File: src/design/mcc_pkg.sv
// Shared types and constants for the MESI cache controller.
package mcc_pkg;

    typedef enum logic [1:0] {
        ST_I = 2'd0,
        ST_S = 2'd1,
        ST_E = 2'd2,
        ST_M = 2'd3
    } t_mesi;

    localparam logic [2:0] REQ_CPU_RD  = 3'd0;
    localparam logic [2:0] REQ_CPU_WR  = 3'd1;
    localparam logic [2:0] REQ_SNP_RD  = 3'd2;
    localparam logic [2:0] REQ_SNP_WR  = 3'd3;
    localparam logic [2:0] REQ_SET_ST  = 3'd4;

    localparam logic [1:0] BUS_NONE  = 2'd0;
    localparam logic [1:0] BUS_RD    = 2'd1;
    localparam logic [1:0] BUS_RDX   = 2'd2;

    localparam logic [9:0] MEM_CYCLES = 10'd100;

    typedef struct packed {
        logic [2:0]  req_type;
        logic [31:0] address;
        logic [30:0] cycle;
        logic [9:0]  pending_stalls;
        logic        first_try;
        logic        bus_busy;
        logic [1:0]  other_state;
        logic [1:0]  forced_state;
    } t_req;

    typedef struct packed {
        logic        hit;
        logic [1:0]  snoop_state;
        logic [9:0]  stall_add;
        logic [9:0]  bus_hold;
        logic [1:0]  bus_request;
        logic        invalidate_request;
        logic [31:0] miss_total;
        logic [31:0] eviction_total;
        logic [31:0] writeback_total;
        logic [31:0] traffic_bytes;
    } t_rsp;

    // per-way compare flags from the shared compare unit
    typedef struct packed {
        logic valid;
        logic match;
        logic less;
    } t_cmp;

endpackage

File: src/design/mcc_way_cmp.sv
// Shared tag and LRU stamp comparator, used once per way during a scan.
module mcc_way_cmp #(
    parameter int TAG_W = 21
) (
    input  logic [1:0]       i_state,
    input  logic [TAG_W-1:0] i_tag,
    input  logic [31:0]      i_stamp,
    input  logic [TAG_W-1:0] i_ref_tag,
    input  logic [31:0]      i_min,
    input  logic             i_first,
    output mcc_pkg::t_cmp    o_res
);
    import mcc_pkg::*;

    always_comb begin
        o_res.valid = (i_state != ST_I);
        o_res.match = (i_state != ST_I) && (i_tag == i_ref_tag);
        // way 0 always seeds the LRU candidate
        o_res.less  = (i_stamp < i_min) || i_first;
    end
endmodule

File: config.mk
export PLATFORM = sky130hd
export DESIGN_NAME = mcc_way_cmp
export DESIGN_NICKNAME = d
export VERILOG_FILES = /design/src/design/mcc_pkg.sv /design/src/design/mcc_way_cmp.sv
export SDC_FILE = /design/constraint.sdc
export NUM_CORES = 1
export LEC_CHECK = 0
export ABC_CLOCK_PERIOD_IN_PS = 4410
export BUFFER_PORTS_ARGS = -buffer_cell sky130_fd_sc_hd__buf_2
export CELL_PAD_IN_SITES_DETAIL_PLACEMENT = 0
export CELL_PAD_IN_SITES_GLOBAL_PLACEMENT = 1
export CORE_UTILIZATION = 24
export DETAILED_ROUTE_END_ITERATION = 7
export PLACE_DENSITY_LB_ADDON = 0.1
export SETUP_SLACK_MARGIN = 0.02
export SLEW_MARGIN = 15
export SYNTH_ARGS = -nofsm -noshare
export SYNTH_HDL_FRONTEND = slang
export SYNTH_SLANG_ARGS = --single-unit
File: constraint.sdc
create_clock -name vclk -period 4.41
set_clock_uncertainty 0.1 [all_clocks]
set_input_delay 0.882 -clock vclk [all_inputs]
set_output_delay 0.882 -clock vclk [all_outputs]
set_load 0.02 [all_outputs]
==> results.ini <==
[status]
outcome = complete, no violations

[power_and_ir_drop]
p_int_w = 0.0000750
power_frac_comb_pct = 100.0
p_clk_share_pct = 0
p_leak_nw = 1.03
max-vdd-ir-drop_mv = 0.0299
p_seq_share_pct = 0
switching_share_pct = 42.8
power.switching_w = 0.0000561
power_density_mw_per_mm2 = 79.0

[final_layout]
drive_above_1_share_pct = 46.2
layout_commonest_cell = buf_2
layout_common_cells = buf_2, inv_1, ha_1, xor2_1
seq_cell_count = 0
finalNetCount = 393
seqCellArea_um2 = 0
syn_to_final_growth_pct = 60.1
nClkBuffers = 0
diodes = 0

[route]
ant_nets = 0
wire_per_inst_um = 8.89
drtIter0Drc = 4
drt_wl_total_mm = 2.68
route.detailed.drc = 0
vias = 1250
dr.pass1.iters = 2
vias_per_cell = 4.15

[placement]
dp_slack_ps = 1100
globalplace.congestion = 0.726
port_buffers = 112
dp_hpwl_mm = 2.65

[critical_path]
crit_slowest_cell = a221oi_1
crit_chain = buf_2, ha_1, a21oi_1, o21ai_1, a221oi_1, o22ai_1, a21oi_1, buf_2
crit_type = input port to output pin
max_stage_delay_ps = 350
cp.arrival_ps = 2290
crit_fanout = 3
worstPathRequired_ps = 3430
cp-startpoint = i_stamp[19]
path_delay_family = compound AO/OA/AOI/OAI gates
cp-endpoint = o_res[0]
cp_num_cells = 8
crit_path_end_kind = output pin
worstSetupStartpointType = input port
critPathBufInv = 2

[sta]
setup_viol = 0
slew_violations = 0
hold_viol = 0
layout_min_cycle_time_ps = 3270
fin_setup_tns_ps = 0
max_freq_mhz = 306
worst_pin_slew_ps = 309
relSlewSlack_pct = 79.4
worst_slack_ps = 1140
min_period_over_period_pct = 74.2
rsz0062_at_grt = no

[die]
num_rows = 23
dieArea_mm2 = 0.00458
die_h_um = 67.7
coreArea_mm2 = 0.00409
start_util_pct = 25.4
die_w_um = 67.7
ios = 112

[clock_tree]
cts_setup_buffers = 0
cts_hold_buf = 0
ctsResizeCount = 0

[global_route]
antenna_found_initial = 0
track_usage_pct = 10.6
grt_pass1_wl_mm = 3.89
grt_max_degree = 4
globalRouteOverflowTotal = 0
grt_pass1_vias = 1062

[synth]
syn_inst = 139
avgSynthCellArea_um2 = 7.45
syn_nets = 279
syn_area_mm2 = 0.00104
synth.distinct_cells = 25
yosysSeqAreaShare_pct = 0
ys_warn_count = 0

[flow_run]
drv_cap = 0

[min_path]
holdCritPathClass = input port to output pin

==> synth_stat cells <==
cell type / number / area share, %
inv_1: 32 / 12
or4_4: 1 / 1.1
nand2b_1: 1 / 0.60
nand2b_4: 1 / 1.3
xor2_1: 16 / 14
nand4_1: 4 / 2.4
nor4_1: 4 / 2.4
o211ai_1: 1 / 0.72
and4_1: 2 / 1.7
a21oi_1: 11 / 5.3
o22ai_1: 1 / 0.60
o21a_1: 2 / 1.4
o2111ai_1: 1 / 0.85
a21o_1: 1 / 0.72
nand2_1: 11 / 4.0
nor3_1: 2 / 0.97
xnor2_1: 5 / 4.2
ha_1: 31 / 37
or2_2: 1 / 0.60
a221oi_1: 3 / 2.5
nand3_1: 3 / 1.4
a2111oi_4: 1 / 2.7
o21ai_0: 1 / 0.48
o21ai_1: 2 / 0.97
nor2_1: 1 / 0.36
==> cells by family (layout without fill, tap and decap cells) <==
| logic type | count (synthesis) | count (layout) | synth area share (%) |
|---|---|---|---|
| AND/OR/NAND/NOR | 31 | 31 | 16.9 |
| buffers and inverters | 32 | 144 | 11.6 |
| XOR/XNOR | 21 | 21 | 17.8 |
| adder cells (fa/ha/maj) | 31 | 31 | 37.4 |
| AO/OA/AOI/OAI | 24 | 24 | 16.3 |
==> area by class of cell <==
type / count / area, um2
repair buffers: 112 / 561
fillers: 464 / 2430
inverters: 32 / 120
well taps: 50 / 62.6
multi-input cells: 107 / 916
==> routing by layer <==
metal	share of wire, %	GRT usage, %	vias to the layer above
li1	-	-	707
met1	41	12.5	489
met2	50	21.2	54
met3	8.0	0.845	0
met4	0	0	0
met5	0	0	-
==> metrics by stage <==
stage               utilization, %   power, W  hold WS, ps  cell area, um2  instances
floorplan                        -  0.0000686         1810            1040        139
global placement              40.6   0.000134         1990            1660        301
detailed placement            40.6   0.000133         1990            1660        301
CTS                           40.6   0.000134         1990            1660        301
global route                  40.6   0.000150         2000            1660        301
finish                        40.6   0.000131         1990            1660        301
==> how the worst min path moves through the flow <==
stage | endpoint | slack [ps] | startpoint | cells after the start
final | o_res[2] | 1990 | i_state[0] | 3
after global routing | o_res[2] | 2000 | i_state[0] | 3
after CTS | o_res[2] | 1990 | i_state[0] | 3
after detailed placement | o_res[2] | 1990 | i_state[0] | 3
after global placement | o_res[2] | 1990 | i_state[0] | 3
after floorplan | o_res[2] | 1810 | i_state[0] | 1
==> power by group through the flow <==
stage / registers [W] / clock network (W) / logic (W)
6_report: 0 / 0 / 0.000131
5_1_grt: 0 / 0 / 0.000150
4_1_cts: 0 / 0 / 0.000134
3_5_place_dp: 0 / 0 / 0.000133
3_3_place_gp: 0 / 0 / 0.000134
2_1_floorplan: 0 / 0 / 0.0000686
No activity file was read; power rests on OpenSTA's default activity.
